`config.mk`:
```
export PLATFORM = sky130hd
export DESIGN_NAME = utf8sd_ctrl
export DESIGN_NICKNAME = d
export VERILOG_FILES = /design/src/hdl/utf8sd_pkg.sv /design/src/hdl/utf8sd_ctrl.sv
export VERILOG_INCLUDE_DIRS = /design/src /design/src/hdl
export SDC_FILE = /design/constraint.sdc
export NUM_CORES = 1
export LEC_CHECK = 0
export BUFFER_PORTS_ARGS = -buffer_cell sky130_fd_sc_hd__buf_4
export CORE_AREA = 5 5 42 44
export DETAILED_ROUTE_END_ITERATION = 7
export DIE_AREA = 0 0 47 49
export PLACE_DENSITY_LB_ADDON = 0.12
export SETUP_SLACK_MARGIN = 0.5
export SYNTH_ARGS = -nofsm -noshare
export SYNTH_HDL_FRONTEND = slang
export SYNTH_SLANG_ARGS = --single-unit
```
`constraint.sdc`:
```
create_clock -name clk -period 1.6 [get_ports clk]
set_clock_uncertainty 0.1 [all_clocks]
set_input_delay 0.24 -clock clk [delete_from_list [all_inputs] [get_ports clk]]
set_output_delay 0.24 -clock clk [all_outputs]
set_load 0.01 [all_outputs]
```
`src/hdl/utf8_stream_decoder_top_macros.svh`:
```
// ----------------------------------------------------------------------------
// UTF-8 stream decoder assertion macros
// Concurrent check wrappers, empty when synthesizing.
// ----------------------------------------------------------------------------
`ifndef UTF8_STREAM_DECODER_TOP_MACROS_SVH
`define UTF8_STREAM_DECODER_TOP_MACROS_SVH

`ifndef SYNTHESIS
`define UTF8SD_ASSERT(lbl, clk, rst, prop, msg) \
  lbl: assert property (@(posedge clk) disable iff (rst) prop) else $error(msg);
`define UTF8SD_NEVER(lbl, clk, rst, cond, msg) \
  lbl: assert property (@(posedge clk) disable iff (rst) !(cond)) else $error(msg);
`else
`define UTF8SD_ASSERT(lbl, clk, rst, prop, msg)
`define UTF8SD_NEVER(lbl, clk, rst, cond, msg)
`endif

`endif

```
`src/hdl/utf8sd_pkg.sv`:
```
// ----------------------------------------------------------------------------
// UTF-8 stream decoder package
// Controller states, command and status bundles, lead byte classification.
// ----------------------------------------------------------------------------
package utf8sd_pkg;

  localparam int CP_W  = 31;
  localparam int CNT_W = 3;

  localparam logic [1:0] CONT_TAG = 2'b10;

  typedef enum logic [1:0] {
    ST_IDLE,
    ST_PRE,
    ST_FRESH,
    ST_POST
  } ctl_state_t;

  typedef struct packed {
    logic use_in;
    logic latch;
    logic step_cont;
    logic step_fresh;
    logic emit_unwind;
    logic close_seq;
    logic idx_clear;
    logic idx_inc;
    logic last;
  } ctl_cmd_t;

  typedef struct packed {
    logic pending_nz;
    logic is_cont;
    logic opens;
    logic seq_end;
    logic completes;
    logic idx_at_end;
    logic out_free;
  } ctl_stat_t;

  typedef struct packed {
    logic             lead;
    logic [CNT_W-1:0] len;
    logic [7:0]       bits;
  } lead_info_t;

  function automatic lead_info_t classify_lead(input logic [7:0] b);
    lead_info_t r;
    r.lead = (b[7:6] == 2'b11) && (b[7:1] != 7'b1111111);
    if (b[7:5] == 3'b110) begin
      r.len  = 3'd2;
      r.bits = b & 8'h1f;
    end else if (b[7:4] == 4'b1110) begin
      r.len  = 3'd3;
      r.bits = b & 8'h0f;
    end else if (b[7:3] == 5'b11110) begin
      r.len  = 3'd4;
      r.bits = b & 8'h07;
    end else if (b[7:2] == 6'b111110) begin
      r.len  = 3'd5;
      r.bits = b & 8'h03;
    end else begin
      r.len  = 3'd6;
      r.bits = b & 8'h01;
    end
    return r;
  endfunction

endpackage

```
`src/hdl/utf8sd_ctrl.sv`:
```
// ----------------------------------------------------------------------------
// UTF-8 stream decoder controller
// Steps an item through accept, pre-unwind, fresh decode and end unwind.
// ----------------------------------------------------------------------------
`include "utf8_stream_decoder_top_macros.svh"

module utf8sd_ctrl (
  input  logic                  clk,
  input  logic                  rst,
  input  logic                  byte_valid,
  output logic                  byte_ready,
  input  utf8sd_pkg::ctl_stat_t stat,
  output utf8sd_pkg::ctl_cmd_t  cmd
);
  import utf8sd_pkg::*;

  ctl_state_t state;
  ctl_state_t state_next;

  always_ff @(posedge clk) begin
    if (rst) begin
      state <= ST_IDLE;
    end else begin
      state <= state_next;
    end
  end

  always_comb begin
    state_next = state;
    cmd        = '0;
    byte_ready = (state == ST_IDLE) && stat.out_free;
    unique case (state)
      ST_IDLE: begin
        cmd.use_in = 1'b1;
        if (byte_valid && stat.out_free) begin
          cmd.idx_clear = 1'b1;
          priority if (stat.pending_nz && !stat.is_cont) begin
            cmd.latch  = 1'b1;
            state_next = ST_PRE;
          end else if (stat.pending_nz) begin
            cmd.step_cont = 1'b1;
            cmd.last      = 1'b1;
            if (!stat.completes && stat.seq_end) begin
              state_next = ST_POST;
            end
          end else begin
            cmd.step_fresh = 1'b1;
            cmd.last       = 1'b1;
            if (stat.opens && stat.seq_end) begin
              state_next = ST_POST;
            end
          end
        end
      end
      ST_PRE: begin
        if (stat.out_free) begin
          cmd.emit_unwind = 1'b1;
          cmd.last        = stat.idx_at_end && stat.opens && !stat.seq_end;
          if (stat.idx_at_end) begin
            cmd.close_seq = 1'b1;
            state_next    = ST_FRESH;
          end else begin
            cmd.idx_inc = 1'b1;
          end
        end
      end
      ST_FRESH: begin
        if (stat.out_free) begin
          cmd.step_fresh = 1'b1;
          cmd.last       = 1'b1;
          cmd.idx_clear  = 1'b1;
          state_next     = (stat.opens && stat.seq_end) ? ST_POST : ST_IDLE;
        end
      end
      ST_POST: begin
        if (stat.out_free) begin
          cmd.emit_unwind = 1'b1;
          cmd.last        = stat.idx_at_end;
          if (stat.idx_at_end) begin
            cmd.close_seq = 1'b1;
            state_next    = ST_IDLE;
          end else begin
            cmd.idx_inc = 1'b1;
          end
        end
      end
    endcase
  end

  `UTF8SD_ASSERT(a_pre_open, clk, rst, (state == ST_PRE) |-> stat.pending_nz, "pre-unwind without open sequence")
  `UTF8SD_ASSERT(a_post_open, clk, rst, (state == ST_POST) |-> stat.pending_nz, "end unwind without open sequence")
  `UTF8SD_ASSERT(a_fresh_closed, clk, rst, (state == ST_FRESH) |-> !stat.pending_nz, "fresh decode with sequence still open")

endmodule

```
### After elaboration in Yosys (flattened, before gate mapping)

Index checks and enable logic that the tools add are counted.

* logic and storage cells: 57
* register bits after elaboration: 2

* multiplexer cells: 32
* equality and inequality tests: 11
* reduce and logical (&&, ||, !) cells: 13

Operators by type and width (number)
* $mux W2: 16
* $ne A2 B2 Y1 const B: 5
* $mux W1: 9
* $ne A4 B2 Y1 const B: 2
* $pmux W2 S4: 1
* $reduce_and A8 Y1: 1
* $logic_and A1 B1 Y1: 7
* $mux W3: 2
* $pmux W1 S2: 3
* $eq A2 B2 Y1 const B: 2
* $pmux W1 S4: 1
* $logic_not A1 Y1: 3
* $eq A2 B1 Y1 const B: 1
* $logic_not A2 Y1: 1
* $ne A2 B1 Y1 const B: 1
* $reduce_or A2 Y1: 1

### Depth between registers and ports, before layout

Gate-level depths: netlist of run 1.

* depth in word-level cells: 7
* gate-level depth with buffers: 5
* mapped depth without buffers: 4

### Worst setup path after synthesis of run 1

Ideal clock, no wire load.

* path kind: register to output
* start point: register state[0]
* end point: output port cmd[7] in the netlist's numbering
* data arrival time: 1127 ps
* stages on the path, launching flop included: 6
* setup slack: 133 ps
* cells stage by stage: dfxtp_1 -> buf_6 -> nor2_2 -> and2_2 -> nand2_2 -> nor3_1

RTL lines
* from (decl): line utf8sd_ctrl.sv:17 `ctl_state_t state;`
* from (signal assigned): line utf8sd_ctrl.sv:24 `state <= state_next;`
* to (decl): line utf8sd_ctrl.sv:13 `output utf8sd_pkg::ctl_cmd_t cmd`

==> results of run 1 <==
cell type report:
class                           count  share of cell area, %
Multi-Input combinational cell     30                  40.00
Inverter                            4                  2.667
Tap cell                           16                  3.556
Sequential cell                     2                  8.444
Clock buffer                        3                  4.000
Timing Repair Buffer               27                  41.33
power by group through the flow:
stage,Clock (uW),Combinational [uW],Sequential [uW]
after CTS,124,145,60.7
after global routing,133,185,61.8
after detailed placement,0,118,64.1
after floorplan,0,68.6,58.6
after global placement,0,119,64.2
final,117,171,60.9
repair_timing:
action,in CTS,in global routing
endpoints found under the setup margin,12,12
setup buffers,5,3
gates cloned,0,0
hold buffers,0,0
hold endpoints to repair,0,0
resized for setup,9,7
pin swaps,8,4
worst max-delay path, delay by kind of cell (launching register included):
kind | cells | cell delay (ns)
flip-flops | 1 | 0.35
AND/OR/NAND/NOR | 3 | 0.33
buffers and inverters | 1 | 0.14
AO/OA/AOI/OAI | 1 | 0.13
stage by stage:
stage | setup WS (ns) | instance area [um2] | std cells
2_1_floorplan | 0.2979 | 271.5 | 37
3_3_place_gp | 0.2183 | 422.9 | 71
3_5_place_dp | 0.2228 | 422.9 | 71
4_1_cts | 0.08469 | 505.5 | 79
5_1_grt | 0.03918 | 563.0 | 82
6_report | 0.09516 | 563.0 | 82
cells in the final DEF (no fill, tap or decap), drive strengths merged:
cell     count
buf         27
nor2         6
nand2        5
inv          4
clkbuf       3
and2         2
o21ai        2
dfxtp        2
nor3         2
nor2b        2
a32oi        2
and3         1
nand2b       1
a31oi        1
o22ai        1
a21oi        1
o311a        1
o2111ai      1
nand4        1
o31ai        1
layer usage:
metal | wire length (um) | part of all wire, % | up-vias
met5 | 0 | 0 | -
met4 | 14 | 1.4 | 0
met1 | 412 | 42 | 165
li1 | - | - | 190
met3 | 74 | 7.6 | 2
met2 | 474 | 49 | 14
kinds of logic (layout without fill, tap and decap cells):
| family | Yosys count | in the layout |
|---|---|---|
| and+or+nand+nor | 20 | 20 |
| buffers and inverters | 5 | 34 |
| DFF | 2 | 2 |
| AOI/OAI and AO/OA | 10 | 10 |
worst min path at each step:
stage,startpoint,endpoint
2_1_floorplan,rst,state[1]
3_3_place_gp,rst,state[1]
3_5_place_dp,rst,state[1]
4_1_cts,rst,state[1]
5_1_grt,rst,state[1]
6_report,rst,state[1]
==> run_results.csv, run 1 <==
group,metric,value,unit
status,status,"finished, final reports clean",
cts,h-tree-depth,1,
setup_path,r2r_cells,5,
grt,grtUsageMet1,11.35,%
floorplanning,core,1401,um2
timing,max-slew-margin-rel,84.97,%
setup_path,cpPeakStageDelay,0.35,ns
synthesis,synth_warnings,0,
synthesis,async_flop_share,0,%
grt,antenna_found_initial,0,
final_layout,top_register,"state",
drt,wirelength,977,um
grt,grt_use_total,9.065,%
setup_path,critPathLaunch,"state[1]",
drt,drc,0,
synthesis,synth_edf_count,0,
synthesis,synth-xor-area-share,0,%
synthesis,synth-seq-cells,2,
setup_path,crit_chain,"nor2_4 -> and2_4 -> nand2_4 -> o22ai_2 -> buf_4",
setup_path,crit_path_top_delay_cell,"dfxtp_4",
setup_path,startpoint_type,"flop",
final_layout,top_regs,"state: 2 flops",
cts,cts_buffer_depth,2,
drt,antenna_left,0,
final_layout,largest_register_ffs,2,
timing,setup_tns,0,ns
pwr,intPower,235.7,uW
floorplanning,start_util,17.23,%
pwr,switching_share,32.48,%
grt,grt_max_degree,7,
synthesis,synth_top_family_by_area,"simple AND/OR/NAND/NOR gates",
grt,first_global_vias,367,
synthesis,yosysMostFrequentCell,"nor2_1",
final_layout,fin_nets,78,
setup_path,worst-endpoint-arrival,1.16,ns
pwr,total_leakage_power,0.0002740,uW
grt,grt.busiest_layer,"met1",
floorplanning,num_io_pins,20,
cts,clk-insertion-delay-late,0.23,ns
floorplanning,die_area,2303,um2
final_layout,syn_to_final_growth,133.2,%
setup_path,crit_required,1.26,ns
setup_path,timing.rr.end,"state[1]",
pwr,power_frac_clock,33.7,%
pwr,max-vdd-ir-drop,0.0003372,V
floorplanning,die_w,47,um
cts,root_buffer,"clkbuf_4",
pwr,p_seq_share,17.5,%
grt,met2_usage,11.31,%
setup_path,endpoint,"cmd[0]",
cts,cts_tree,"done",
drt,vias,371,
floorplanning,rows,14,
timing,timing.fmax,0.6645,GHz
pwr,total_power,349.0,uW
cts,clkSinkCount,2,
synthesis,synth_top_cell_by_area,"dfxtp_1",
timing,finalSetupViolations,0,
pwr,power_frac_comb,48.9,%
grt,grt_pass1_wl,1538,um
placed_design,hpwl,683.8,um
placed_design,gp_congestion,0.7346,
setup_path,cp_max_fo,5,
synthesis,synth_area_leaders,"dfxtp_1, nor2_1, a32oi_1",
drt,wire_per_inst,11.91,um
timing,finalMaxSlewViolations,0,
timing,hold_violations,0,
drt,drt_first_pass_iters,3,
final_layout,drive_above_1_share,65.15,%
synthesis,synthAdderAreaFrac,0,%
synthesis,synth.mux.area_fraction,0,%
hold_path,holdPathStages,2,
synthesis,netlist_instances,37,
timing,worst_slew_pin_slew,0.2230,ns
grt,use_met3,3.690,%
hold_path,hold_class,"input pin to flop",
synthesis,seq_area_frac_synth,16.58,%
synthesis,synth-compound-area-share,29.53,%
setup_path,r2r-start,"state[1]",
drt,drt-initial-drc-count,10,
final_layout,utilization,40.18,%
synthesis,synth_area,241.5,um2
flow_run,max-cap-violations,0,
drt,vias_per_cell,4.524,
pwr,switchingPower,113.4,uW
grt,overflow,0,
synthesis,synth_top_area_share,16.58,%
setup_path,setup.worst_path.class,"flop to output port",
synthesis,yosys.area_share.simple,43.01,%
timing,fin_crit,1.505,ns
setup_path,worst_setup_path_end_kind,"output port",
final_layout,fillers,153,
final_layout,n_antenna_cell,0,
synthesis,syn_nets,47,
final_layout,seqCellArea,47.55,um2
timing,timing.hold.ws,0.08511,ns
synthesis,synth_common_cells,"nor2_1, inv_1, nand2_1",
pwr,powerDensity,619.9,nW/um2
placed_design,portBuffers,19,
timing,rsz0062_at_grt,"yes",
final_layout,multi_input_area,225.2,um2
floorplanning,die-height,49,um
synthesis,avgSynthCellArea,6.527,um2
synthesis,synth_ff_type,"dfxtp_1",
synthesis,synthDistinctLibCells,21,
cts,cts-buffers-inserted,3,
timing,min_period_over_period,94.05,%
cts,clk_transition_reported_paths,0.03,ns
setup_path,r2r_slack,0.19,ns
Note: power is estimated with default switching activity, not from simulation.
==> inputs of run 2 (changes only) <==
Settings changed: PLACE_DENSITY_LB_ADDON 0.12 to not set.
==> run 2 against run 1 <==
  * Clock power down 6%
  * Critical endpoint unchanged
  * Core utilization down 2.3 points
  * Sequential power down 3.4%
  * Largest power group unchanged
  * Critical path type unchanged
==> run_results.csv, run 2 (same netlist as run 1, synthesis figures left out) <==
group,metric,value,unit
timing,max-slew-margin-rel,84.72,%
drt,antenna_left,0,
cts,cts-buffers-inserted,3,
setup_path,worst-endpoint-arrival,1.16,ns
timing,min_period_over_period,94.01,%
drt,dr_wl_met2,556,um
cts,clk_transition_reported_paths,0.03,ns
pwr,powerDensity,624.0,nW/um2
timing,finalSetupViolations,0,
final_layout,top_regs,"state: 2 flops",
final_layout,drive_above_1_share,64.62,%
drt,wire_per_inst,12.49,um
drt,top_layer,"met3",
hold_path,hold_end,"state[1]",
grt,grt_pass1_wl,1656,um
grt,first_global_vias,398,
pwr,intPower,226.6,uW
pwr,switchingPower,104.4,uW
setup_path,setup.worst_path.class,"flop to output port",
pwr,switching_share,31.55,%
cts,cts_tree,"done",
setup_path,crit_required,1.26,ns
floorplanning,rows,14,
pwr,total_leakage_power,0.0002616,uW
floorplanning,die_area,2303,um2
setup_path,timing.rr.end,"state[1]",
hold_path,hold_class,"input pin to flop",
cts,clk-insertion-delay-late,0.22,ns
timing,finalMaxSlewViolations,0,
pwr,p_seq_share,17.8,%
placed_design,dpl-instance-area,422.9,um2
cts,h-tree-depth,1,
setup_path,startpoint_type,"flop",
flow_run,max-cap-violations,0,
timing,hold_violations,0,
setup_path,r2r-start,"state[1]",
final_layout,largest_register_ffs,2,
pwr,power_frac_comb,49.0,%
status,status,"finished, final reports clean",
cts,cts_buffer_depth,2,
final_layout,syn_to_final_growth,119.7,%
final_layout,layout_commonest_cell,"buf_4",
drt,drc,0,
drt,vias_per_cell,4.790,
grt,grt_max_degree,7,
drt,wirelength,1012,um
floorplanning,die-height,49,um
floorplanning,core,1401,um2
timing,timing.fmax,0.6648,GHz
timing,setup_tns,0,ns
setup_path,r2r_cells,4,
floorplanning,num_io_pins,20,
pwr,max-vdd-ir-drop,0.0002339,V
drt,wl_met3,75,um
setup_path,worst_setup_path_end_kind,"output port",
placed_design,gp_congestion,0.6428,
drt,drt_first_pass_iters,4,
timing,worst_slew_pin_slew,0.2290,ns
drt,drt-initial-drc-count,10,
grt,overflow,0,
final_layout,n_antenna_cell,0,
floorplanning,start_util,17.23,%
setup_path,r2r_slack,0.24,ns
drt,vias,388,
pwr,power_frac_clock,33.3,%
cts,root_buffer,"clkbuf_4",
final_layout,top_register,"state",
floorplanning,die_w,47,um
hold_path,worstHoldStart,"rst",
cts,cts_hold_buf,0,
final_layout,fin_area,530.5,um2
timing,rsz0062_at_grt,"yes",
grt,antenna_found_initial,0,
final_layout,final_cell_mix,"buf_4, nor2_1, buf_6",
final_layout,fin_nets,77,
placed_design,portBuffers,19,
timing,fin_crit,1.504,ns
setup_path,cp_max_fo,3,
hold_path,holdPathStages,2,
cts,clkSinkCount,2,
grt,grt_use_total,9.557,%
drt,drt-met1-wl,380,um
placed_design,hpwl,682.2,um
-- run 2: how the worst max path moves through the flow --
stage | start | endpoint | slack (ns)
5_1_grt | state[0] | cmd[0] | 0.04
2_1_floorplan | state[0] | cmd[6] | 0.30
3_5_place_dp | state[1] | cmd[0] | 0.23
3_3_place_gp | state[1] | cmd[0] | 0.23
4_1_cts | state[0] | cmd[0] | 0.09
6_report | state[0] | cmd[0] | 0.1
-- run 2: timing repair --
action | in CTS | in global routing
setup buffers | 6 | 1
gates resized for setup | 11 | 2
setup endpoints to repair | 12 | 12
pin swaps | 6 | 1
hold endpoints to repair | 0 | 0
-- run 2: per-stage QoR --
step | total power [uW] | utilization (%) | cells | setup WS [ns] | hold WS [ns]
final | 331.0 | 37.86 | 81 | 0.09586 | 0.09571
after global routing | 362.4 | 37.86 | 81 | 0.03724 | 0.09523
after CTS | 329.4 | 36.88 | 80 | 0.09473 | 0.08098
after detailed placement | 181.2 | 30.18 | 71 | 0.2261 | 0.3316
after global placement | 181.0 | 30.18 | 71 | 0.2330 | 0.3313
after floorplan | 127.2 | - | 37 | 0.2979 | 0.2181
-- run 2: power by group through the flow --
stage               combinational (uW)  clock (uW)  sequential (uW)
finish                             162         110             58.8
global route                       176         127             59.0
CTS                                151         120             58.5
detailed placement                 117           0             63.8
global placement                   117           0             63.7
floorplan                         68.6           0             58.6
-- run 2: area by class of cell --
class	instances	area, um2
Tap cell	16	20.02
Fill cell	161	870.8
Multi-Input combinational cell	30	215.2
Inverter	4	15.01
Timing Repair Buffer	26	210.2
Sequential cell	2	47.55
Clock buffer	3	22.52
-- run 2: worst max-delay path, cell delays in order (launching register included) --
cell	delay [ns]
dfxtp_4	0.35
nor2_4	0.11
and2_4	0.16
nand2_4	0.06
o22ai_2	0.13
buf_4	0.14
-- run 2: layer usage --
metal  vias up  global-route usage [%]
met1       185                   11.57
met2        13                   14.48
li1        190                       -
met3         0                   3.690
met5         -                       0
met4         0                   4.147
