==> src/hdl/utf8_stream_decoder_top_macros.svh <==
// ----------------------------------------------------------------------------
// UTF-8 stream decoder assertion macros
// Concurrent check wrappers, empty when synthesizing.
// ----------------------------------------------------------------------------
`ifndef UTF8_STREAM_DECODER_TOP_MACROS_SVH
`define UTF8_STREAM_DECODER_TOP_MACROS_SVH

`ifndef SYNTHESIS
`define UTF8SD_ASSERT(lbl, clk, rst, prop, msg) \
  lbl: assert property (@(posedge clk) disable iff (rst) prop) else $error(msg);
`define UTF8SD_NEVER(lbl, clk, rst, cond, msg) \
  lbl: assert property (@(posedge clk) disable iff (rst) !(cond)) else $error(msg);
`else
`define UTF8SD_ASSERT(lbl, clk, rst, prop, msg)
`define UTF8SD_NEVER(lbl, clk, rst, cond, msg)
`endif

`endif

==> src/hdl/utf8sd_pkg.sv <==
// ----------------------------------------------------------------------------
// UTF-8 stream decoder package
// Controller states, command and status bundles, lead byte classification.
// ----------------------------------------------------------------------------
package utf8sd_pkg;

  localparam int CP_W  = 31;
  localparam int CNT_W = 3;

  localparam logic [1:0] CONT_TAG = 2'b10;

  typedef enum logic [1:0] {
    ST_IDLE,
    ST_PRE,
    ST_FRESH,
    ST_POST
  } ctl_state_t;

  typedef struct packed {
    logic use_in;
    logic latch;
    logic step_cont;
    logic step_fresh;
    logic emit_unwind;
    logic close_seq;
    logic idx_clear;
    logic idx_inc;
    logic last;
  } ctl_cmd_t;

  typedef struct packed {
    logic pending_nz;
    logic is_cont;
    logic opens;
    logic seq_end;
    logic completes;
    logic idx_at_end;
    logic out_free;
  } ctl_stat_t;

  typedef struct packed {
    logic             lead;
    logic [CNT_W-1:0] len;
    logic [7:0]       bits;
  } lead_info_t;

  function automatic lead_info_t classify_lead(input logic [7:0] b);
    lead_info_t r;
    r.lead = (b[7:6] == 2'b11) && (b[7:1] != 7'b1111111);
    if (b[7:5] == 3'b110) begin
      r.len  = 3'd2;
      r.bits = b & 8'h1f;
    end else if (b[7:4] == 4'b1110) begin
      r.len  = 3'd3;
      r.bits = b & 8'h0f;
    end else if (b[7:3] == 5'b11110) begin
      r.len  = 3'd4;
      r.bits = b & 8'h07;
    end else if (b[7:2] == 6'b111110) begin
      r.len  = 3'd5;
      r.bits = b & 8'h03;
    end else begin
      r.len  = 3'd6;
      r.bits = b & 8'h01;
    end
    return r;
  endfunction

endpackage

==> src/hdl/utf8sd_datapath.sv <==
// ----------------------------------------------------------------------------
// UTF-8 stream decoder datapath
// Sequence state, held continuation bytes, unwind index and result register.
// ----------------------------------------------------------------------------
`include "utf8_stream_decoder_top_macros.svh"

module utf8sd_datapath #(
  parameter int MAX_SEQ_BYTES = 6
) (
  input  logic                        clk,
  input  logic                        rst,
  input  utf8sd_pkg::ctl_cmd_t        cmd,
  output utf8sd_pkg::ctl_stat_t       stat,
  input  logic [7:0]                  data_byte,
  input  logic                        stream_end,
  output logic                        result_valid,
  input  logic                        result_ready,
  output logic [utf8sd_pkg::CP_W-1:0] code_point,
  output logic [utf8sd_pkg::CNT_W-1:0] byte_count,
  output logic                        invalid,
  output logic                        last_of_run
);
  import utf8sd_pkg::*;

  localparam int HD  = MAX_SEQ_BYTES - 2;
  localparam int HIW = (HD > 1) ? $clog2(HD) : 1;
  localparam int HCW = $clog2(HD + 1);
  localparam int PW  = $clog2(MAX_SEQ_BYTES);

  logic [PW-1:0]    pending_left;
  logic [7:0]       lead_value;
  logic [CP_W-1:0]  partial_code;
  logic [7:0]       held_bytes [HD];
  logic [HCW-1:0]   held_count;
  logic [CNT_W-1:0] seq_length;
  logic [HCW-1:0]   idx;
  logic [7:0]       cur_byte;
  logic             cur_end;

  logic [7:0]       b;
  logic             e;
  lead_info_t       li;
  logic             opens;
  logic [CP_W-1:0]  partial_next;
  logic [CNT_W-1:0] len_m1;
  logic [HCW-1:0]   idx_m1;
  logic             load;
  logic [CP_W-1:0]  cp_next;
  logic [CNT_W-1:0] cnt_next;
  logic             inv_next;

  assign b            = cmd.use_in ? data_byte : cur_byte;
  assign e            = cmd.use_in ? stream_end : cur_end;
  assign li           = classify_lead(b);
  assign opens        = li.lead && (li.len <= CNT_W'(MAX_SEQ_BYTES));
  assign partial_next = {partial_code[CP_W-7:0], b[5:0]};
  assign len_m1       = li.len - 3'd1;
  assign idx_m1       = idx - HCW'(1);

  assign stat.pending_nz = (pending_left != '0);
  assign stat.is_cont    = (b[7:6] == CONT_TAG);
  assign stat.opens      = opens;
  assign stat.seq_end    = e;
  assign stat.completes  = (pending_left == PW'(1));
  assign stat.idx_at_end = (idx == held_count);
  assign stat.out_free   = !result_valid || result_ready;

  always_comb begin
    load     = 1'b0;
    cp_next  = '0;
    cnt_next = 3'd1;
    inv_next = 1'b1;
    priority if (cmd.emit_unwind) begin
      load    = 1'b1;
      cp_next = (idx == '0) ? CP_W'(lead_value) : CP_W'(held_bytes[idx_m1[HIW-1:0]]);
    end else if (cmd.step_cont && stat.completes) begin
      load     = 1'b1;
      cp_next  = partial_next;
      cnt_next = seq_length;
      inv_next = 1'b0;
    end else if (cmd.step_fresh && !opens) begin
      load     = 1'b1;
      cp_next  = CP_W'(b);
      inv_next = b[7];
    end else begin
      load = 1'b0;
    end
  end

  always_ff @(posedge clk) begin
    if (rst) begin
      pending_left <= '0;
      lead_value   <= '0;
      partial_code <= '0;
      held_count   <= '0;
      seq_length   <= '0;
      idx          <= '0;
      result_valid <= 1'b0;
    end else begin
      priority if (cmd.close_seq || (cmd.step_cont && stat.completes)) begin
        pending_left <= '0;
        lead_value   <= '0;
        partial_code <= '0;
        held_count   <= '0;
        seq_length   <= '0;
      end else if (cmd.step_cont) begin
        partial_code <= partial_next;
        pending_left <= pending_left - PW'(1);
        held_count   <= held_count + HCW'(1);
      end else if (cmd.step_fresh && opens) begin
        lead_value   <= b;
        partial_code <= CP_W'(li.bits);
        pending_left <= len_m1[PW-1:0];
        seq_length   <= li.len;
        held_count   <= '0;
      end else begin
        pending_left <= pending_left;
      end
      priority if (cmd.idx_clear) begin
        idx <= '0;
      end else if (cmd.idx_inc) begin
        idx <= idx + HCW'(1);
      end else begin
        idx <= idx;
      end
      if (load) begin
        result_valid <= 1'b1;
      end else if (result_ready) begin
        result_valid <= 1'b0;
      end
    end
  end

  always_ff @(posedge clk) begin
    if (cmd.step_cont && !stat.completes) begin
      held_bytes[held_count[HIW-1:0]] <= b;
    end
    if (cmd.latch) begin
      cur_byte <= data_byte;
      cur_end  <= stream_end;
    end
    if (load) begin
      code_point  <= cp_next;
      byte_count  <= cnt_next;
      invalid     <= inv_next;
      last_of_run <= cmd.last;
    end
  end

  `UTF8SD_NEVER(a_no_overwrite, clk, rst,
                load && result_valid && !result_ready, "result overwritten while stalled")
  `UTF8SD_ASSERT(a_seq_len, clk, rst,
                 (pending_left != '0) |->
                   (seq_length == 3'(pending_left) + 3'(held_count) + 3'd1),
                 "sequence length out of step")
  `UTF8SD_ASSERT(a_closed, clk, rst,
                 (pending_left == '0) |-> ((held_count == '0) && (seq_length == '0)),
                 "closed sequence holds bytes")

endmodule

==> config.mk <==
export PLATFORM = sky130hd
export DESIGN_NAME = utf8sd_datapath
export DESIGN_NICKNAME = d
export VERILOG_FILES = /design/src/hdl/utf8sd_pkg.sv /design/src/hdl/utf8sd_datapath.sv
export VERILOG_INCLUDE_DIRS = /design/src /design/src/hdl
export SDC_FILE = /design/constraint.sdc
export NUM_CORES = 1
export LEC_CHECK = 0
export ABC_CLOCK_PERIOD_IN_PS = 5300
export BUFFER_PORTS_ARGS = -buffer_cell sky130_fd_sc_hd__buf_2
export CAP_MARGIN = 10
export CORE_MARGIN = 5
export CORE_UTILIZATION = 45
export DETAILED_ROUTE_END_ITERATION = 16
export GPL_ROUTABILITY_DRIVEN = 1
export HOLD_SLACK_MARGIN = 0.12
export PLACE_DENSITY = 0.62
export SYNTH_ARGS = -nofsm -noshare
export SYNTH_HDL_FRONTEND = slang
export SYNTH_SLANG_ARGS = --single-unit
==> constraint.sdc <==
create_clock -name clk -period 5.3 [get_ports clk]
set_input_delay 1.59 -clock clk [delete_from_list [all_inputs] [get_ports clk]]
set_output_delay 1.59 -clock clk [all_outputs]
set_load 0.01 [all_outputs]
=== Word level (Yosys, flattened, before mapping) ===
Memory sizes are Yosys's and may differ from the RTL's.
Index checks and enable logic that the tools add are counted.

* Add/subtract/negate cells: 5
* Order comparisons: 1
* Eq/ne operators: 9
* Muxes and demuxes: 25
* Bitwise operators: 2
* Reductions and logical operators: 19

{| class="wikitable"
|+ Operator list
! kind !! number
|-
| 31-bit 2-to-1 mux || 2
|-
| 25-bit 2-to-1 mux || 2
|-
| 8-bit 2-to-1 mux || 3
|-
| 11-bit 2-to-1 mux || 2
|-
| 10-bit 2-to-1 mux || 2
|-
| 3-bit 2-to-1 mux || 4
|-
| 1-bit 2-to-1 mux || 10
|-
| 7-bit inequality test, second input constant || 1
|-
| 3-bit by 1-bit adder with 3-bit output, second input constant || 2
|-
| 6-bit equality test, second input constant || 1
|-
| 1-bit logical AND || 6
|-
| 2-bit OR reduction || 3
|-
| 3-bit by 1-bit subtractor with 3-bit output, second input constant || 2
|-
| 5-bit equality test, second input constant || 1
|-
| 2-bit equality test, second input constant || 2
|-
| 4-bit equality test, second input constant || 1
|-
| 2-bit nonzero test || 2
|-
| 3-bit by 1-bit equality test with 1-bit output, second input constant || 1
|-
| 3-bit equality test || 1
|-
| 3-bit equality test, second input constant || 1
|-
| 3-bit <= comparator, second input constant || 1
|-
| 1-bit zero test || 3
|-
| 3-bit zero test || 1
|-
| 3-bit nonzero test || 1
|-
| 4 further kinds || 6
|}

* Register bits after elaboration: 91
* Memory bits (writable): 32
* Input port bits: 21
* Output and inout port bits: 44
* Memories kept: 1

{| class="wikitable"
|+ Memory list
! name !! depth !! width !! rd ports !! clocked after memory_dff !! wr ports !! RTL line !! RTL
|-
| held_bytes || 4 || 8 || 1 || 0 || 1 || utf8sd_datapath.sv:33 || <nowiki>logic [7:0] held_bytes [HD];</nowiki>
|}

=== Logic depth before layout (Yosys ltp) ===
Gate-level depths: netlist (run 1).

* Depth after elaboration: 14
* Gate-level depth with buffers: 13

=== Worst setup path after synthesis (run 1) ===
No wires, ideal clock.

* Path type: in2out
* From: in cmd[8] in the netlist's numbering
* To: out stat[4] in the netlist's numbering
* Arrival: 3.402 ns
* Path slack: 0.308 ns
* Stages: 10
* Buffers on the path: 4
* Cell sequence: buf_6 -> buf_2 -> mux2_2 -> o21ai_0 -> nand3b_1 -> ha_1 -> a222oi_1 -> buf_4 -> nor2_1 -> buf_4

* Longest elaborated chain between the ends: 8
* Elaborated cells between the ends (all ways): 14

{| class="wikitable"
|+ RTL lines
! what !! RTL line !! RTL
|-
| from (decl) || utf8sd_datapath.sv:12 || <nowiki>input utf8sd_pkg::ctl_cmd_t cmd,</nowiki>
|-
| 8-bit 2-to-1 mux (*) || utf8sd_datapath.sv:52 || <nowiki>assign b = cmd.use_in ? data_byte : cur_byte;</nowiki>
|-
| named net b[2] || utf8sd_datapath.sv:40 || <nowiki>logic [7:0] b;</nowiki>
|-
| 6-bit equality test || utf8sd_pkg.sv:59 || <nowiki>end else if (b[7:2] == 6'b111110) begin</nowiki>
|-
| 10-bit 2-to-1 mux || utf8sd_pkg.sv:59 ||
|-
| 10-bit 2-to-1 mux || utf8sd_pkg.sv:56 || <nowiki>end else if (b[7:3] == 5'b11110) begin</nowiki>
|-
| 11-bit 2-to-1 mux || utf8sd_pkg.sv:53 || <nowiki>end else if (b[7:4] == 4'b1110) begin</nowiki>
|-
| 11-bit 2-to-1 mux || utf8sd_pkg.sv:50 || <nowiki>if (b[7:5] == 3'b110) begin</nowiki>
|-
| 3-bit <= comparator || utf8sd_datapath.sv:55 || <nowiki>assign opens = li.lead && (li.len <= CNT_W'(MAX_SEQ_BYTES));</nowiki>
|-
| 1-bit logical AND (*) || utf8sd_datapath.sv:55 ||
|-
| to (decl) || utf8sd_datapath.sv:13 || <nowiki>output utf8sd_pkg::ctl_stat_t stat,</nowiki>
|}

Mark *: on every way through the listed nets, which the timed path passes. The rest lies on a longest branch.

==> flow_metrics.tcl, run 1 <==
set metrics [dict create \
    seq_area_frac_synth_pct 60.47 \
    clkLatencyLatePin_ns 0.41 \
    crit_type "primary input to primary output" \
    slowest_stage "mux2_2" \
    start_util_pct 46.43 \
    rr_worst_depth 11 \
    worstHoldPathCells 2 \
    cts_hold_buf 0 \
    min_period_ns 5.067 \
    detail-route-antenna-nets 0 \
    place_congestion 0.8508 \
    tns_ns 0 \
    yosys.cell_count.top_type "edfxtp_1" \
    area_growth_pct 18.49 \
    tritoncts "built" \
    vdd_drop_max_uv 196.4 \
    start_kind "primary input" \
    cap_violations 0 \
    skew_ns 0.006179 \
    cts_made_buffers 17 \
    drive_above_1_share_pct 31.14 \
    grt_max_degree 42 \
    antenna_found_initial 0 \
    crit_fanout 17 \
    hold_viol 0 \
    run_status "complete, no violations" \
    routedWlPerCell_microns 17.26 \
    postCtsSetupBuffers 0 \
    syn_avg_cell_area_sq_um 12.61 \
    fill_cells 962 \
    async_reset_ff_share_pct 0 \
    fin_nets 520 \
    rsz0062_at_grt "false" \
    cts_htree_levels 4 \
    dp_hpwl_microns 7323 \
    worst-path-stages 8 \
    p_per_area_nw_per_um2 379.7 \
    grt.total_usage_pct 16.57 \
    diodes 0 \
    max_freq_ghz 0.1974 \
    ys_top_cells_by_area "edfxtp_1 (43%), dfxtp_1 (17%), nand3_2 (3.7%), and2_1 (3.5%), mux4_2 (3.4%)" \
    path_cells "clkbuf_4, mux2_2, o21ai_0, nand3b_1, ha_1, a222oi_1, nor2_1, buf_2" \
    drt_iter0_drc 274 \
    yosysWarnings 0 \
    cts_resized 0 \
    port_buffers 64 \
    synth_top_flop_cell "edfxtp_1" \
    clockBufferDepth 2 \
    required_ns 3.71 \
    post-route-drc-count 0 \
    grt_pass1_wl_microns 18220 \
    crit_family "compound AO/OA/AOI/OAI gates" \
    ctsRootBufferMaster "clkbuf_16" \
    reg2reg_slack_ns 2.20 \
    ys_ff_latch 123 \
    fin_crit_sh_pct 95.60 \
    netlist_instances 424 \
    leakage_nw 2.355 \
    synth_common_cells "edfxtp_1 (77), dfxtp_1 (46), nand2_1 (36)" \
    endpoint_kind "primary output" \
    worst_pin_slew_ns 1.126 \
    row_count 39 \
    grt.overflow.total 0 \
    max_stage_delay_ns 0.44 \
    viasPerCell 5.239 \
    routed_wl_microns 11120 \
    max-slew-margin-rel_pct 24.90 \
    path_clk_slew_ns 0.05 \
    drt_first_pass_iters 4 \
    synth_nets 456 \
    ys_types 45 \
    io_pins 65 \
    die_w_microns 119 \
    yosysTopAreaCellShare_pct 43.25 \
    grt_pass1_vias 3370 \
    netlist_area_sq_um 5346 \
    synth-edff-count 77 \
    yosysTopAreaCell "edfxtp_1" \
    vias 3374 \
    slew_viol_final 0 \
    fp.dieH_microns 119 \
    cts_sinks 123 \
    die-area_sq_um 14160 \
    power_w 0.002405 \
    setup_viol 0 \
    hp-class "flop to flop" \
    core_sq_um 11520 \
    cp.arrival_ns 3.48 \
    crit_buf_inv 2 \
]
## state kept, by name, indices dropped and copies added, names as in the netlist, 8 cells and up
signal and cells:
lead_value 8, cur_byte 8, partial_code 25, held_bytes 32, code_point 31
## final cells by class
class                           instances  area [sq um]  area share, %
Sequential cell                       123          3233          51.04
Multi-Input combinational cell        261          1899          29.98
Clock buffer                           24         503.0          7.940
Timing Repair Buffer                   72         382.9          6.044
Tap cell                              143         178.9          2.824
Clock inverter                          8         88.84          1.402
Inverter                               13         48.80         0.7703
## final timing paths
check,startpoint,endpoint
worst max register to register,cur_byte[2]$_DFFE_PP_,code_point[18]$_SDFFCE_PP0P_
worst min-delay path,partial_code[22]$_SDFFE_PP0P_,partial_code[22]$_SDFFE_PP0P_
worst min register to register,partial_code[22]$_SDFFE_PP0P_,partial_code[22]$_SDFFE_PP0P_
worst max-delay path,cmd[8],stat[4]
## layout by cell type, fill, tap and decap left out, drive strengths merged, types with 2 or more instances in the layout
master  Yosys  layout
ha         11      11
dfxtp      46      46
bufinv      0       2
clkbuf     10      25
edfxtp     77      77
mux2i      15      15
a222oi      2       2
o21a        2       2
clkinv      0       6
nand2      36      36
nand3      25      25
nand3b      4       4
inv        13      13
buf        17      71
xor2        5       5
a21o        2       2
mux4        8       8
a21oi      34      34
and2       30      30
nor3        8       8
nor2       30      30
mux2        5       5
o211ai      3       3
o21ai       9       9
nand2b      6       6
a211oi     12      12
xnor2       2       2
or2         2       2
## metal layers
metal	up-vias	GRT usage [%]	part of all wire (%)
met4	0	5.286	1.0
met1	1606	24.13	48
li1	1653	-	-
met2	105	23.24	44
met5	-	0	0
met3	10	5.640	6.9
## metrics by stage
step	hold slack [ns]	setup slack [ns]	cells	utilization (%)	instance area [sq um]
after floorplan	0.4396	0.3082	424	-	5346
after global placement	0.4504	0.2740	612	49.85	5741
after detailed placement	0.4500	0.1755	612	49.85	5741
after CTS	0.4607	0.1729	644	54.99	6332
after global routing	0.4852	0.02899	644	55.01	6335
final	0.4591	0.2334	644	55.01	6335
## worst min-delay path, delay by kind of cell (launching register included)
| family | cells | cell delay (ns) |
|---|---|---|
| DFF | 1 | 0.31 |
| AOI/OAI and AO/OA | 1 | 0.04 |
| and+or+nand+nor | 1 | 0.06 |
## kinds of logic (layout without fill, tap and decap cells)
family	Yosys count	in the layout	share of synthesized area [%]
AO/OA/AOI/OAI	69	69	9.127
AND/OR/NAND/NOR	146	146	15.40
buffers and inverters	40	117	4.049
flip-flops	123	123	60.47
XOR/XNOR	7	7	1.147
adder cells (fa/ha/maj)	11	11	2.574
multiplexers	28	28	7.231
## power breakdown
part / switching [W] / total, W / internal [W]
registers: 0.0000161 / 0.00108 / 0.00106
logic: 0.000120 / 0.000184 / 0.0000642
clock network: 0.000389 / 0.00114 / 0.000751
Power figures use the tool's default switching activity.
==> run 2, diff against run 1 <==
--- a/config.mk
+++ b/config.mk
@@ -15,6 +15,7 @@
 export GPL_ROUTABILITY_DRIVEN = 1
 export HOLD_SLACK_MARGIN = 0.12
 export PLACE_DENSITY = 0.62
+export RECOVER_POWER = 100
 export SYNTH_ARGS = -nofsm -noshare
 export SYNTH_HDL_FRONTEND = slang
 export SYNTH_SLANG_ARGS = --single-unit
==> run 2 against run 1 <==
Against the previous run:
- the run now ends with max-capacitance violations, max-slew violations left
- register-to-register slack got worse by 0.55 ns
- hold slack about the same
- die area unchanged
- cell area decreased by 1.9%
- critical path type unchanged
- critical endpoint unchanged
==> flow_metrics.tcl, run 2 (synthesis results as in run 1) <==
set metrics [dict create \
    row_count 39 \
    ctsRootBufferMaster "clkbuf_16" \
    rsz0062_at_grt "false" \
    skew_ns 0.004987 \
    largest_reg_flops 32 \
    worst_pin_slew_ns 1.935 \
    setup_viol 0 \
    drive_above_1_share_pct 17.17 \
    fin_crit_sh_pct 95.42 \
    leakage_nw 2.151 \
    required_ns 3.71 \
    endpoint_kind "primary output" \
    dp_hpwl_microns 7323 \
    cts_hold_buf 0 \
    path_cells "clkbuf_4, mux2_2, o21ai_0, nand3b_1, ha_1, a222oi_1, nor2_1, clkbuf_2" \
    post-route-drc-count 0 \
    antenna_found_initial 0 \
    tns_ns 0 \
    max_stage_delay_ns 0.44 \
    path_clk_slew_ns 0.05 \
    vdd_drop_max_uv 194.1 \
    cts_htree_levels 4 \
    grt_pass1_wl_microns 18220 \
    detail-route-antenna-nets 0 \
    die-area_sq_um 14160 \
    port_buffers 64 \
    hold_slack_ns 0.4587 \
    start_util_pct 46.43 \
    fp.dieH_microns 119 \
    cts_sinks 123 \
    core_sq_um 11520 \
    crit_type "primary input to primary output" \
    cts_resized 0 \
    grt.total_usage_pct 16.57 \
    routed_wl_microns 11180 \
    grt_pass1_vias 3370 \
    final_cell_mix "edfxtp_1 (77), clkbuf_1 (60), dfxtp_1 (46)" \
    power.share.sequential_pct 45.2 \
    switchingPower_w 0.0005242 \
    swShare_pct 21.89 \
    internal-power_w 0.001870 \
    cts_made_buffers 17 \
    start_kind "primary input" \
    slowest_stage "mux2_2" \
    io_pins 65 \
    grt.overflow.total 0 \
    clockBufferDepth 2 \
    combPwrFrac_pct 7.2 \
    cap_violations 1 \
    place_congestion 0.8508 \
    slew_viol_final 42 \
    run_status "finished, violations left" \
    max-slew-margin-rel_pct -28.99 \
    routedWlPerCell_microns 17.35 \
    hold_viol 0 \
    failed_checks "max-capacitance violations, max-slew violations" \
    fin_area_sq_um 6212 \
    clockPowerShare_pct 47.6 \
    drt_first_pass_iters 4 \
    postCtsSetupBuffers 0 \
    crit_family "compound AO/OA/AOI/OAI gates" \
    cp.arrival_ns 3.47 \
    diodes 0 \
    reg2reg_slack_ns 1.65 \
    hp-class "flop to flop" \
    mostFrequentLayoutCell "edfxtp_1" \
    die_w_microns 119 \
    p_per_area_nw_per_um2 385.4 \
    vias 3382 \
    viasPerCell 5.252 \
    fin_nets 520 \
    min_period_ns 5.057 \
    crit_fanout 17 \
    drt_iter0_drc 283 \
    dpl-instance-area_sq_um 5741 \
    max_freq_ghz 0.1977 \
    clkLatencyLatePin_ns 0.41 \
    crit_buf_inv 2 \
    area_growth_pct 16.19 \
    grt_max_degree 42 \
    tritoncts "built" \
]
-- run 2: worst register-to-register path: stages, from the launching register on --
cell and delay, ns:
edfxtp_1 0.40, mux2_1 0.42, o21ai_0 0.12, nand3b_1 0.17, ha_1 0.26, a222oi_1 0.31
clkbuf_1 0.34, o21a_1 0.22, nor3_2 0.06, clkbuf_1 0.26, inv_1 0.13, clkbuf_2 0.56
-- run 2: power groups by stage --
stage | clock (W) | combinational (W) | sequential [W]
6_report | 0.00114 | 0.000173 | 0.00108
5_1_grt | 0.00120 | 0.000191 | 0.00109
4_1_cts | 0.00116 | 0.000187 | 0.00108
3_5_place_dp | 0 | 0.000186 | 0.00110
3_3_place_gp | 0 | 0.000184 | 0.00110
2_1_floorplan | 0 | 0.000109 | 0.00111
-- run 2: final timing paths --
check | startpoint | endpoint | cells past startpoint
worst max-delay path | cmd[8] | stat[4] | 8
worst min-delay path | partial_code[22]$_SDFFE_PP0P_ | partial_code[22]$_SDFFE_PP0P_ | 2
worst max register to register | cur_byte[4]$_DFFE_PP_ | code_point[8]$_SDFFCE_PP0P_ | 11
worst min register to register | partial_code[22]$_SDFFE_PP0P_ | partial_code[22]$_SDFFE_PP0P_ | 2
-- run 2: cell type report --
type                       instances  area [sq um]
clock buffer                      24         503.0
clock inverter                     8         88.84
fill                            1007          5304
inverter                          13         48.80
multi-input combinational        261          1863
sequential                       123          3233
tap                              143         178.9
timing repair buffer              72         296.5
-- run 2: stage by stage --
stage	instances	util (%)	total power [W]	worst slack (ns)
detailed placement	612	49.85	0.001286	0.1755
global placement	612	49.85	0.001282	0.2740
finish	644	53.94	0.002394	0.2425
CTS	644	54.99	0.002428	0.1729
floorplan	424	-	0.001217	0.3082
global route	644	53.94	0.002480	0.03108
-- run 2: routing by layer --
metal	up-vias	wire, microns	GRT usage, %
li1	1648	-	-
met1	1622	5527	24.13
met2	98	4793	23.24
met3	14	706	5.640
met4	0	148	5.286
met5	-	0	0
==> run 3, diff against run 2 <==
--- a/config.mk
+++ b/config.mk
@@ -16,6 +16,7 @@
 export HOLD_SLACK_MARGIN = 0.12
 export PLACE_DENSITY = 0.62
 export RECOVER_POWER = 100
+export SETUP_SLACK_MARGIN = 0.3
 export SYNTH_ARGS = -nofsm -noshare
 export SYNTH_HDL_FRONTEND = slang
 export SYNTH_SLANG_ARGS = --single-unit
==> run 3 against run 2 <==
Against the previous run:
- sequential power barely moved
- the flow still finishes with violations (max-capacitance violations, max-slew violations)
- critical path depth did not move
- first-iteration DRC count rose by 2.8%
- critical endpoint unchanged
- fmax rose by 2.4%
- non-clock buffer count rose by 2
- register-to-register slack got worse by 0.09 ns
- largest cell class unchanged
- highest routed layer unchanged
- critical path type unchanged
==> flow_metrics.tcl, run 3 (synthesis results as in run 1) <==
set metrics [dict create \
    cts_sinks 123 \
    rsz0062_at_grt "false" \
    grt_max_degree 42 \
    grt_pass1_vias 3366 \
    port_buffers 64 \
    cts_htree_levels 4 \
    dp.cells 612 \
    setup_viol 0 \
    tns_ns 0 \
    grt_pass1_wl_microns 18220 \
    io_pins 65 \
    hold_viol 0 \
    place_congestion 0.8508 \
    start_util_pct 46.43 \
    start_kind "primary input" \
    detail-route-antenna-nets 0 \
    fp.dieH_microns 119 \
    die_w_microns 119 \
    worst_pin_slew_ns 1.919 \
    grt.overflow.total 0 \
    vdd_drop_max_uv 194.3 \
    die-area_sq_um 14160 \
    fin_crit_sh_pct 93.20 \
    final_cell_mix "edfxtp_1 (77), clkbuf_1 (61), dfxtp_1 (46)" \
    clockBufferDepth 2 \
    drt_iter0_drc 291 \
    min_period_ns 4.939 \
    tritoncts "built" \
    dp_hpwl_microns 7323 \
    routedWlPerCell_microns 17.31 \
    cts_made_buffers 17 \
    core_sq_um 11520 \
    leakage_nw 2.160 \
    slew_viol_final 42 \
    antenna_found_initial 0 \
    post-route-drc-count 0 \
    path_clk_slew_ns 0.05 \
    dpl-instance-area_sq_um 5741 \
    max-slew-margin-rel_pct -27.93 \
    path_cells "buf_6, mux2_1, o21ai_0, nand3b_1, ha_1, a222oi_1, nor2_1, clkbuf_1" \
    mostFrequentLayoutCell "edfxtp_1" \
    hp-class "flop to flop" \
    fill_cells 1010 \
    failed_checks "max-capacitance violations, max-slew violations" \
    vias 3390 \
    fin_area_sq_um 6235 \
    required_ns 3.71 \
    max_freq_ghz 0.2025 \
    viasPerCell 5.248 \
    reg2reg_slack_ns 1.56 \
    clkLatencyLatePin_ns 0.41 \
    crit_fanout 17 \
    area_growth_pct 16.62 \
    largest_reg_flops 32 \
    crit_type "primary input to primary output" \
    drive_above_1_share_pct 17.30 \
    cap_violations 1 \
    grt.total_usage_pct 16.56 \
    cp.arrival_ns 3.35 \
    run_status "finished, violations left" \
    max_stage_delay_ns 0.47 \
    routed_wl_microns 11180 \
    p_per_area_nw_per_um2 384.2 \
    ctsRootBufferMaster "clkbuf_16" \
    diodes 0 \
    row_count 39 \
    fin_nets 522 \
    skew_ns 0.004878 \
    endpoint_kind "primary output" \
    post_layout_nonfiller_instances 646 \
    drt_first_pass_iters 4 \
    slowest_stage "mux2_1" \
]
run 3: repair_timing:
action	4_1_cts	5_1_grt
hold buffers	0	0
setup endpoints to repair	1	1
buffers inserted	0	2
resized for setup	2	2
gates cloned	0	0
pin swaps	0	1
run 3: routing by layer:
metal | global-route usage [%] | part of all wire, %
met5 | 0 | 0
met4 | 5.286 | 1.3
met3 | 5.640 | 5.8
met2 | 23.24 | 44
met1 | 24.10 | 49
run 3: stage by stage:
stage / total power [W] / setup WS (ns) / util, % / hold WS [ns]
detailed placement: 0.001286 / 0.1755 / 49.85 / 0.4500
finish: 0.002395 / 0.3606 / 54.14 / 0.4596
global route: 0.002482 / 0.1879 / 54.14 / 0.4861
global placement: 0.001282 / 0.2740 / 49.85 / 0.4504
CTS: 0.002429 / 0.3557 / 55.04 / 0.4607
floorplan: 0.001217 / 0.3082 / - / 0.4396
run 3: path summary, 6_finish.rpt:
check,from,cells after the start,end
worst max register to register,cur_byte[2]$_DFFE_PP_,12,code_point[12]$_SDFFCE_PP0P_
worst min-delay path,partial_code[22]$_SDFFE_PP0P_,2,partial_code[22]$_SDFFE_PP0P_
worst min register to register,partial_code[22]$_SDFFE_PP0P_,2,partial_code[22]$_SDFFE_PP0P_
worst max-delay path,cmd[8],8,stat[4]
run 3: final cells by class:
class	instances	area, sq um	area share (%)
clock inverter	8	88.84	1.425
timing repair buffer	74	314.1	5.037
clock buffer	24	503.0	8.067
sequential	123	3233	51.86
multi-input combinational	261	1868	29.96
inverter	13	48.80	0.7827
tap	143	178.9	2.870
run 3: report_power, final:
part / internal (W) / leakage [nW] / switching [W]
Combinational: 0.0000545 / 0.725 / 0.000120
Sequential: 0.00107 / 1.14 / 0.0000168
Clock: 0.000751 / 0.296 / 0.000388
Total: 0.00187 / 2.16 / 0.000525
run 3: critical path: cells and delay by family:
kind	cells	cell delay [ns]
fa+ha+maj	1	0.24
compound gates	2	0.49
simple gates	2	0.24
mux	1	0.47
buf+inv	2	0.30
